`config.mk`:
```
export PLATFORM = sky130hd
export DESIGN_NAME = length_prefix_deframer_unit_flat
export DESIGN_NICKNAME = d
export VERILOG_FILES = /design/src/hdl/lpd_pkg.sv /design/src/hdl/lpd_in_if.sv /design/src/hdl/lpd_out_if.sv /design/src/hdl/lpd_regs.sv /design/src/hdl/lpd_hdr_eval.sv /design/src/hdl/lpd_core.sv /design/src/hdl/length_prefix_deframer_unit.sv /design/src/flat_wrapper.sv
export SDC_FILE = /design/constraint.sdc
export NUM_CORES = 1
export LEC_CHECK = 0
export BUFFER_PORTS_ARGS = -buffer_cell sky130_fd_sc_hd__buf_2
export CORE_ASPECT_RATIO = 1.75
export CORE_MARGIN = 2
export CORE_UTILIZATION = 62
export DETAILED_ROUTE_END_ITERATION = 10
export HOLD_SLACK_MARGIN = 0.03
export PLACE_DENSITY = 0.9
export SLEW_MARGIN = 20
export SYNTH_ARGS = -nofsm -noshare
export SYNTH_HDL_FRONTEND = slang
export SYNTH_HIERARCHICAL = 1
export SYNTH_SLANG_ARGS = --single-unit
```
`constraint.sdc`:
```
create_clock -name clk -period 12.9 [get_ports clk]
set_clock_uncertainty 0.2 [all_clocks]
set_input_delay 0.645 -clock clk [delete_from_list [all_inputs] [get_ports clk]]
set_output_delay 0.645 -clock clk [all_outputs]
set_load 0.03 [all_outputs]
```
`src/hdl/lpd_pkg.sv`:
```
// Shared types and constants of the length-prefix deframer.
package lpd_pkg;

    localparam int HEADER_BYTES = 4;
    localparam int ADDR_W       = 4;
    localparam int DATA_W       = 32;

    // Register indexes (byte address is 4 * index).
    localparam logic [1:0] REG_ORDER_MODE   = 2'd0;
    localparam logic [1:0] REG_MAX_BODY     = 2'd1;
    localparam logic [1:0] REG_DETECT_LIMIT = 2'd2;

    localparam logic [15:0] MAX_BODY_RST     = 16'd10000;
    localparam logic [15:0] DETECT_LIMIT_RST = 16'd65535;

    // Byte order modes and detected orders.
    localparam logic [1:0] MODE_AUTO   = 2'd0;
    localparam logic [1:0] MODE_LITTLE = 2'd1;
    localparam logic [1:0] MODE_BIG    = 2'd2;
    localparam logic [1:0] MODE_BAD    = 2'd3;

    localparam logic [1:0] ORD_NONE   = 2'd0;
    localparam logic [1:0] ORD_LITTLE = 2'd1;
    localparam logic [1:0] ORD_BIG    = 2'd2;

    // Result kinds.
    localparam logic [1:0] KIND_BYTE   = 2'd0;
    localparam logic [1:0] KIND_EMPTY  = 2'd1;
    localparam logic [1:0] KIND_TOOBIG = 2'd2;
    localparam logic [1:0] KIND_ORDER  = 2'd3;

    typedef struct packed {
        logic [1:0]  order_mode;
        logic [15:0] max_body;
        logic [15:0] detect_limit;
    } cfg_t;

    // Decision taken when the last header byte arrives.
    typedef struct packed {
        logic        has_result;
        logic [1:0]  kind;
        logic        halt;
        logic        to_body;
        logic [1:0]  found_order;
        logic [15:0] body_len;
    } hdr_dec_t;

endpackage

```
`src/hdl/lpd_in_if.sv`:
```
// Input byte channel of the deframer.
interface lpd_in_if;
    logic       valid;
    logic       ready;
    logic [7:0] data_byte;

    modport source (output valid, output data_byte, input ready);
    modport sink   (input valid, input data_byte, output ready);
endinterface

```
`src/hdl/lpd_out_if.sv`:
```
// Result channel of the deframer.
interface lpd_out_if;
    logic       valid;
    logic       ready;
    logic [1:0] kind;
    logic [7:0] body_byte;
    logic       first;
    logic       last;

    modport source (output valid, output kind, output body_byte, output first,
                    output last, input ready);
    modport sink   (input valid, input kind, input body_byte, input first,
                    input last, output ready);
endinterface

```
`src/hdl/lpd_regs.sv`:
```
// APB configuration registers of the deframer.
module lpd_regs
    import lpd_pkg::*;
(
    input  logic              clk,
    input  logic              rst_n,
    input  logic              psel,
    input  logic              penable,
    input  logic              pwrite,
    input  logic [ADDR_W-1:0] paddr,
    input  logic [DATA_W-1:0] pwdata,
    output logic [DATA_W-1:0] prdata,
    output logic              pready,
    output cfg_t              cfg
);

    cfg_t       cfg_reg;
    logic [1:0] reg_idx;
    logic       wr_en;

    assign pready  = 1'b1;
    assign reg_idx = paddr[ADDR_W-1:2];
    assign wr_en   = psel && penable && pwrite && pready;
    assign cfg     = cfg_reg;

    always_ff @(posedge clk or negedge rst_n)
    begin
        if (!rst_n)
        begin
            cfg_reg.order_mode   <= MODE_AUTO;
            cfg_reg.max_body     <= MAX_BODY_RST;
            cfg_reg.detect_limit <= DETECT_LIMIT_RST;
        end
        else if (wr_en)
        begin
            case (reg_idx)
                REG_ORDER_MODE:   cfg_reg.order_mode   <= pwdata[1:0];
                REG_MAX_BODY:     cfg_reg.max_body     <= pwdata[15:0];
                REG_DETECT_LIMIT: cfg_reg.detect_limit <= pwdata[15:0];
                default:          ;
            endcase
        end
    end

    always_comb
    begin
        case (reg_idx)
            REG_ORDER_MODE:   prdata = {{(DATA_W-2){1'b0}}, cfg_reg.order_mode};
            REG_MAX_BODY:     prdata = {{(DATA_W-16){1'b0}}, cfg_reg.max_body};
            REG_DETECT_LIMIT: prdata = {{(DATA_W-16){1'b0}}, cfg_reg.detect_limit};
            default:          prdata = '0;
        endcase
    end

endmodule

```
`src/hdl/lpd_hdr_eval.sv`:
```
// Header decode: byte order choice, length checks and next-phase decision.
module lpd_hdr_eval
    import lpd_pkg::*;
(
    input  logic [23:0] header_bytes,
    input  logic [7:0]  last_byte,
    input  logic [1:0]  found_order,
    input  cfg_t        cfg,
    output hdr_dec_t    dec
);

    logic [31:0] le_len;
    logic [31:0] be_len;
    logic [31:0] len;
    logic        le_ok;
    logic        be_ok;
    logic        too_big;
    logic [1:0]  ord;
    logic [1:0]  found_next;

    assign le_len = {last_byte, header_bytes[23:16], header_bytes[15:8], header_bytes[7:0]};
    assign be_len = {header_bytes[7:0], header_bytes[15:8], header_bytes[23:16], last_byte};

    // A 32-bit length is below the 16-bit limit only if its upper half is zero.
    assign le_ok = (le_len[31:16] == 16'd0) && (le_len[15:0] < cfg.detect_limit);
    assign be_ok = (be_len[31:16] == 16'd0) && (be_len[15:0] < cfg.detect_limit);

    always_comb
    begin
        found_next = found_order;
        case (cfg.order_mode)
            MODE_LITTLE: ord = ORD_LITTLE;
            MODE_BIG:    ord = ORD_BIG;
            MODE_BAD:    ord = ORD_NONE;
            default:
            begin
                if (found_order == ORD_LITTLE || found_order == ORD_BIG)
                    ord = found_order;
                else if (le_ok)
                begin
                    ord        = ORD_LITTLE;
                    found_next = ORD_LITTLE;
                end
                else if (be_ok)
                begin
                    ord        = ORD_BIG;
                    found_next = ORD_BIG;
                end
                else
                    ord = ORD_NONE;
            end
        endcase
    end

    assign len     = (ord == ORD_LITTLE) ? le_len : be_len;
    assign too_big = (len[31:16] != 16'd0) || (len[15:0] > cfg.max_body);

    always_comb
    begin
        dec.has_result  = 1'b1;
        dec.kind        = KIND_EMPTY;
        dec.halt        = 1'b0;
        dec.to_body     = 1'b0;
        dec.found_order = found_next;
        dec.body_len    = len[15:0];
        if (ord == ORD_NONE)
        begin
            dec.kind = KIND_ORDER;
            dec.halt = 1'b1;
        end
        else if (too_big)
        begin
            dec.kind = KIND_TOOBIG;
            dec.halt = 1'b1;
        end
        else if (len[15:0] != 16'd0)
        begin
            dec.has_result = 1'b0;
            dec.to_body    = 1'b1;
        end
    end

endmodule

```
`src/hdl/lpd_core.sv`:
```
// Deframer datapath: input register, framing state and result register.
module lpd_core
    import lpd_pkg::*;
(
    input  logic      clk,
    input  logic      rst_n,
    input  cfg_t      cfg,
    lpd_in_if.sink    in_ch,
    lpd_out_if.source out_ch
);

    localparam logic [1:0] PH_HEADER = 2'd0;
    localparam logic [1:0] PH_BODY   = 2'd1;
    localparam logic [1:0] PH_HALT   = 2'd2;
    localparam logic [1:0] LAST_HDR  = 2'(HEADER_BYTES - 1);

    logic        in_valid_reg;
    logic [7:0]  in_byte_reg;

    logic [1:0]  phase_reg,        phase_next;
    logic [1:0]  header_count_reg, header_count_next;
    logic [23:0] header_bytes_reg, header_bytes_next;
    logic [15:0] body_left_reg,    body_left_next;
    logic        body_started_reg, body_started_next;
    logic [1:0]  found_order_reg,  found_order_next;

    logic        out_valid_reg, out_valid_next;
    logic [1:0]  out_kind_reg,  out_kind_next;
    logic [7:0]  out_byte_reg,  out_byte_next;
    logic        out_first_reg, out_first_next;
    logic        out_last_reg,  out_last_next;

    logic        advance;
    logic        take_in;
    logic        has_res;
    hdr_dec_t    dec;

    assign advance     = in_valid_reg && (!out_valid_reg || out_ch.ready);
    assign in_ch.ready = !in_valid_reg || advance;
    assign take_in     = in_ch.valid && in_ch.ready;

    lpd_hdr_eval u_hdr_eval (
        .header_bytes (header_bytes_reg),
        .last_byte    (in_byte_reg),
        .found_order  (found_order_reg),
        .cfg          (cfg),
        .dec          (dec)
    );

    always_comb
    begin
        phase_next        = phase_reg;
        header_count_next = header_count_reg;
        header_bytes_next = header_bytes_reg;
        body_left_next    = body_left_reg;
        body_started_next = body_started_reg;
        found_order_next  = found_order_reg;
        has_res           = 1'b0;
        out_kind_next     = KIND_BYTE;
        out_byte_next     = 8'd0;
        out_first_next    = 1'b0;
        out_last_next     = 1'b0;

        if (advance)
        begin
            case (phase_reg)
                PH_BODY:
                begin
                    has_res           = 1'b1;
                    out_byte_next     = in_byte_reg;
                    out_first_next    = !body_started_reg;
                    out_last_next     = (body_left_reg <= 16'd1);
                    body_started_next = 1'b1;
                    if (body_left_reg <= 16'd1)
                    begin
                        body_left_next    = 16'd0;
                        body_started_next = 1'b0;
                        phase_next        = PH_HEADER;
                        header_count_next = 2'd0;
                        header_bytes_next = 24'd0;
                    end
                    else
                        body_left_next = body_left_reg - 16'd1;
                end
                PH_HEADER:
                begin
                    if (header_count_reg != LAST_HDR)
                    begin
                        case (header_count_reg)
                            2'd0:    header_bytes_next[7:0]   = in_byte_reg;
                            2'd1:    header_bytes_next[15:8]  = in_byte_reg;
                            default: header_bytes_next[23:16] = in_byte_reg;
                        endcase
                        header_count_next = header_count_reg + 2'd1;
                    end
                    else
                    begin
                        header_count_next = 2'd0;
                        header_bytes_next = 24'd0;
                        found_order_next  = dec.found_order;
                        has_res           = dec.has_result;
                        out_kind_next     = dec.kind;
                        if (dec.halt)
                            phase_next = PH_HALT;
                        else if (dec.to_body)
                        begin
                            phase_next        = PH_BODY;
                            body_left_next    = dec.body_len;
                            body_started_next = 1'b0;
                        end
                    end
                end
                default: ;
            endcase
        end

        out_valid_next = (out_valid_reg && !out_ch.ready) || has_res;
    end

    always_ff @(posedge clk or negedge rst_n)
    begin
        if (!rst_n)
        begin
            in_valid_reg     <= 1'b0;
            phase_reg        <= PH_HEADER;
            header_count_reg <= 2'd0;
            header_bytes_reg <= 24'd0;
            body_left_reg    <= 16'd0;
            body_started_reg <= 1'b0;
            found_order_reg  <= ORD_NONE;
            out_valid_reg    <= 1'b0;
        end
        else
        begin
            if (take_in)
                in_valid_reg <= 1'b1;
            else if (advance)
                in_valid_reg <= 1'b0;
            phase_reg        <= phase_next;
            header_count_reg <= header_count_next;
            header_bytes_reg <= header_bytes_next;
            body_left_reg    <= body_left_next;
            body_started_reg <= body_started_next;
            found_order_reg  <= found_order_next;
            out_valid_reg    <= out_valid_next;
        end
    end

    always_ff @(posedge clk)
    begin
        if (take_in)
            in_byte_reg <= in_ch.data_byte;
        if (has_res)
        begin
            out_kind_reg  <= out_kind_next;
            out_byte_reg  <= out_byte_next;
            out_first_reg <= out_first_next;
            out_last_reg  <= out_last_next;
        end
    end

    assign out_ch.valid     = out_valid_reg;
    assign out_ch.kind      = out_kind_reg;
    assign out_ch.body_byte = out_byte_reg;
    assign out_ch.first     = out_first_reg;
    assign out_ch.last      = out_last_reg;

endmodule

```
`src/hdl/length_prefix_deframer_unit.sv`:
```
// Top level of the length-prefix deframer: configuration port and datapath.
//
// The block splits a byte stream into messages, each a four-byte length
// header followed by that many body bytes. Bytes arrive on in_ch, one per
// request; results leave on out_ch, one request per body byte (with first
// and last marks), one for an empty message, or one error report.
// Byte order is fixed by order_mode or, in auto mode, detected once from the
// first header. A byte order error or a length above max_body is reported
// once, after which the block drops every input byte until reset.
// A result request is registered first in the input register and then in the
// result register before it appears on out_ch; only the last header byte
// produces one, for an empty message or an error report.
// Throughput is one byte per clock while out_ch is not stalled, set by the
// single pass of decode logic between the input and result registers.
// When the receiver stalls, the result register holds its request and the
// input register takes at most one more byte, after which in_ch ready drops.
// Reset empties both registers, clears the framing state and the detected byte
// order, and loads the configuration registers with their reset values.
// The APB port takes writes in the usual setup and access cycles; pready is
// always high. Configuration should be changed only while the block is idle.
module length_prefix_deframer_unit
    import lpd_pkg::*;
(
    input  logic              clk,
    input  logic              rst_n,
    input  logic              psel,
    input  logic              penable,
    input  logic              pwrite,
    input  logic [ADDR_W-1:0] paddr,
    input  logic [DATA_W-1:0] pwdata,
    output logic [DATA_W-1:0] prdata,
    output logic              pready,
    lpd_in_if.sink            in_ch,
    lpd_out_if.source         out_ch
);

    // Current register values, shared by the header decoder.
    cfg_t cfg;

    lpd_regs u_regs (
        .clk     (clk),
        .rst_n   (rst_n),
        .psel    (psel),
        .penable (penable),
        .pwrite  (pwrite),
        .paddr   (paddr),
        .pwdata  (pwdata),
        .prdata  (prdata),
        .pready  (pready),
        .cfg     (cfg)
    );

    // Input register, framing state and result register.
    lpd_core u_core (
        .clk    (clk),
        .rst_n  (rst_n),
        .cfg    (cfg),
        .in_ch  (in_ch),
        .out_ch (out_ch)
    );

endmodule
```
`src/flat_wrapper.sv`:
```
// flat-port wrapper written by rule: the top's interface ports become plain ports
module length_prefix_deframer_unit_flat import lpd_pkg::*;
  (clk, rst_n, psel, penable, pwrite, paddr, pwdata, prdata, pready, in_ch_valid, in_ch_data_byte, in_ch_ready, out_ch_valid, out_ch_kind, out_ch_body_byte, out_ch_first, out_ch_last, out_ch_ready);
  lpd_in_if in_ch_i ();
  lpd_out_if out_ch_i ();
  input  logic clk;
  input  logic rst_n;
  input  logic psel;
  input  logic penable;
  input  logic pwrite;
  input  logic [ADDR_W-1:0] paddr;
  input  logic [DATA_W-1:0] pwdata;
  output logic [DATA_W-1:0] prdata;
  output logic pready;
  input wire logic [$bits(in_ch_i.valid)-1:0] in_ch_valid;
  input wire logic [$bits(in_ch_i.data_byte)-1:0] in_ch_data_byte;
  output wire logic [$bits(in_ch_i.ready)-1:0] in_ch_ready;
  output wire logic [$bits(out_ch_i.valid)-1:0] out_ch_valid;
  output wire logic [$bits(out_ch_i.kind)-1:0] out_ch_kind;
  output wire logic [$bits(out_ch_i.body_byte)-1:0] out_ch_body_byte;
  output wire logic [$bits(out_ch_i.first)-1:0] out_ch_first;
  output wire logic [$bits(out_ch_i.last)-1:0] out_ch_last;
  input wire logic [$bits(out_ch_i.ready)-1:0] out_ch_ready;
  assign in_ch_i.valid = in_ch_valid;
  assign in_ch_i.data_byte = in_ch_data_byte;
  assign in_ch_ready = in_ch_i.ready;
  assign out_ch_valid = out_ch_i.valid;
  assign out_ch_kind = out_ch_i.kind;
  assign out_ch_body_byte = out_ch_i.body_byte;
  assign out_ch_first = out_ch_i.first;
  assign out_ch_last = out_ch_i.last;
  assign out_ch_i.ready = out_ch_ready;
  length_prefix_deframer_unit u_core (.clk(clk), .rst_n(rst_n), .psel(psel), .penable(penable), .pwrite(pwrite), .paddr(paddr), .pwdata(pwdata), .prdata(prdata), .pready(pready), .in_ch(in_ch_i), .out_ch(out_ch_i));
endmodule
```
==> results_dict.tcl <==
set metrics [dict create \
    cp.required_ns 12.91 \
    yosys.area.top_type_share_pct 24.0 \
    max_cap_violations 0 \
    worstPathArrival_ns 6.79 \
    startpoint_type "flip-flop" \
    grt_pass1_vias 5303 \
    path_class "reg2reg" \
    p_leak_nw 3.27 \
    dp.cells 772 \
    cts_setup_buffers 0 \
    maxSlewViolCount 0 \
    worstSetupEndpointType "flip-flop" \
    initial_core_util_pct 63.2 \
    synthTopCellsByArea "dfrtp_1 (24%), ha_1 (9.9%), edfxtp_1 (9.3%)" \
    antenna_found_initial 0 \
    clk_pin_slew_ns 0.07 \
    synth_seq_cells 103 \
    cp_max_fo 21 \
    postCtsHoldBufs 0 \
    cts_buffer_depth 2 \
    numCtsBuffers 9 \
    dieArea_um2 11300 \
    status "completed" \
    cp_slowest_cell "a2111o_1" \
    synthDistinctLibCells 73 \
    max_slew_margin_pct 36.2 \
    grt_max_degree 84 \
    hold_class "in2async" \
    fmaxAchievable_ghz 0.148 \
    area_delta_synth_final_pct 9.11 \
    wirelength_um 16800 \
    cpMostUsedCell "o21ai_0" \
    yosysWarnings 6 \
    p_per_area_nw_per_um2 194 \
    h-tree-depth 3 \
    drc 0 \
    top_layer "met4" \
    grt_first_pass_wirelength_um 26900 \
    vias_per_cell 6.63 \
    regArea_um2 2700 \
    drive_gt1_share_pct 26.0 \
    grt_usage_pct 31.4 \
    multiInputGateArea_um2 3380 \
    syn_inst 607 \
    port_buffers 62 \
    core_um2 10200 \
    cts.sinks 103 \
    slowest_delay_ns 0.72 \
    fp.dieW_um 81.2 \
    finalCritPeriodShare_pct 52.5 \
    cts_tree "done" \
    die_h_um 139 \
    post-dp-hpwl_um 12600 \
    final_cells 788 \
    ios 98 \
    yosys.area.top_type "dfrtp_1" \
    largest_register_ffs 34 \
    nFillCells 725 \
    tns_ns 0 \
    async_reset_ff_share_pct 80.6 \
    routedLengthMet1_um 5760 \
    worst_slew_pin_slew_ns 0.953 \
    row_count 49 \
    grt-ovfl-total 0 \
    clock_latency_ns 0.35 \
    synth_edf_count 20 \
    cp_num_buf_inv 1 \
    yosysSeqAreaShare_pct 41.8 \
    first_pass_iters 7 \
    num_antenna_cells 0 \
    cpLargestDelayFamily "compound AO/OA/AOI/OAI gates" \
    setup_viol 0 \
    ctsResizeCount 0 \
    first_iter_violations 522 \
    root_buffer "clkbuf_16" \
    syn_avg_cell_area_um2 10.7 \
    peakVddDrop_v 0.000108 \
    met3_length_um 926 \
    wl_per_cell_um 21.3 \
    finalWeightedCongestion 1.01 \
    ant_nets 0 \
    num_vias 5228 \
    wl_met2_um 8930 \
    rsz0062_at_grt "no" \
    synth_area_um2 6470 \
    layout_min_cycle_time_ns 6.77 \
    hold_viol_final 0 \
    synth_flop_cell "dfrtp_1" \
    final_nets 758 \
    crit_chain "inv_1 > ha_1 > o21ai_0 > or2b_2 > a32oi_1 > nand3_1 > maj3_2 > a21oi_4 > mux2_4 > ha_1 > a21oi_1 > o22ai_1 > o21a_1 > o21ai_0 > a41o_1 > o211ai_1 > a221oi_1 > nand2b_1 > a2111o_1 > o21bai_1 > o21ai_0 > o311ai_1" \
]
routing by layer:
metal | vias up | track usage (%)
li1 | 2331 | -
met1 | 2521 | 33.6
met2 | 283 | 54.8
met3 | 93 | 5.66
met4 | 0 | 20.0
met5 | - | 0
cells in the mapped netlist, drive strengths merged, types with 11 or more instances:
library cell  instances
nor4                 12
nand2                31
o21ai                25
ha                   51
buf                  25
edfxtp               20
nor2                 25
and3                 11
dfrtp                62
a21oi                26
clkbuf               14
nand3                23
a22o                 30
inv                  49
mux2                 52
dfstp                21
power breakdown:
| part | switching (mW) | leakage (nW) | internal [mW] |
|---|---|---|---|
| combinational | 0.326 | 1.92 | 0.240 |
| sequential | 0.103 | 1.21 | 0.418 |
| clock | 0.127 | 0.152 | 0.159 |
| total | 0.556 | 3.27 | 0.817 |
per-stage QoR:
step                hold slack (ns)  power [mW]  worst slack, ns  area, um^2  util [%]
global placement              0.263        1.03             6.49        6730      65.7
detailed placement            0.287        1.07             6.33        6730      65.7
floorplan                     0.149       0.910             7.42        6530         -
CTS                           0.262        1.36             6.29        7050      68.8
global route                  0.209        1.45             5.89        7060      68.9
finish                        0.153        1.37             6.13        7060      68.9
cell usage in the layout (no fill, tap or decap), types with 19 or more instances in the layout:
master / n
nand2_1: 31
nand3_1: 22
dfrtp_1: 62
a21oi_1: 25
dfstp_2: 21
ha_1: 51
o21ai_0: 25
a22o_1: 30
edfxtp_1: 20
nor2_1: 25
buf_2: 61
mux2_4: 19
inv_1: 49
mux2_2: 33
area by class of cell:
class                           instances  share of cell area, %
Clock buffer                           10                   3.39
Sequential cell                       103                   38.3
Tap cell                              127                   2.25
Multi-Input combinational cell        430                   47.9
Clock inverter                          6                   1.06
Inverter                               50                   2.66
Timing Repair Buffer                   62                   4.48
final timing paths:
check	from	to	slack (ns)	cells after the start
max reg2reg	u_core/u_regs/cfg[2]	u_core/u_core/body_left_reg[9]	6.13	22
min in group clk	in_ch_data_byte[1]	u_core/u_core/in_byte_reg[1]	0.27	1
min reg2reg	u_core/u_core/body_started_reg	u_core/u_core/body_started_reg	0.30	2
min	rst_n	u_core/u_regs/cfg[21]	0.15	1
max in group asynchronous	rst_n	u_core/u_core/header_bytes_reg[8]	11.83	1
max	u_core/u_regs/cfg[2]	u_core/u_core/body_left_reg[9]	6.13	22
kinds of logic (layout without fill, tap and decap cells):
logic type / after synthesis / after routing / share of synthesized area (%)
flops: 103 / 103 / 41.8
mux: 55 / 55 / 10.6
other cells: 2 / 17 / 0.116
fa+ha+maj: 52 / 52 / 10.0
simple gates: 158 / 158 / 13.4
xor+xnor: 2 / 2 / 0.271
buf+inv: 89 / 128 / 7.12
compound gates: 146 / 146 / 16.7
worst register-to-register path, delay by kind of cell (launching register included):
kind            cells  cell delay (ns)
mux                 1             0.40
compound gates     14             3.84
simple gates        3             0.60
buf+inv             1             0.06
flops               1             0.55
fa+ha+maj           3             0.98
Note: power is estimated with default switching activity, not from simulation.
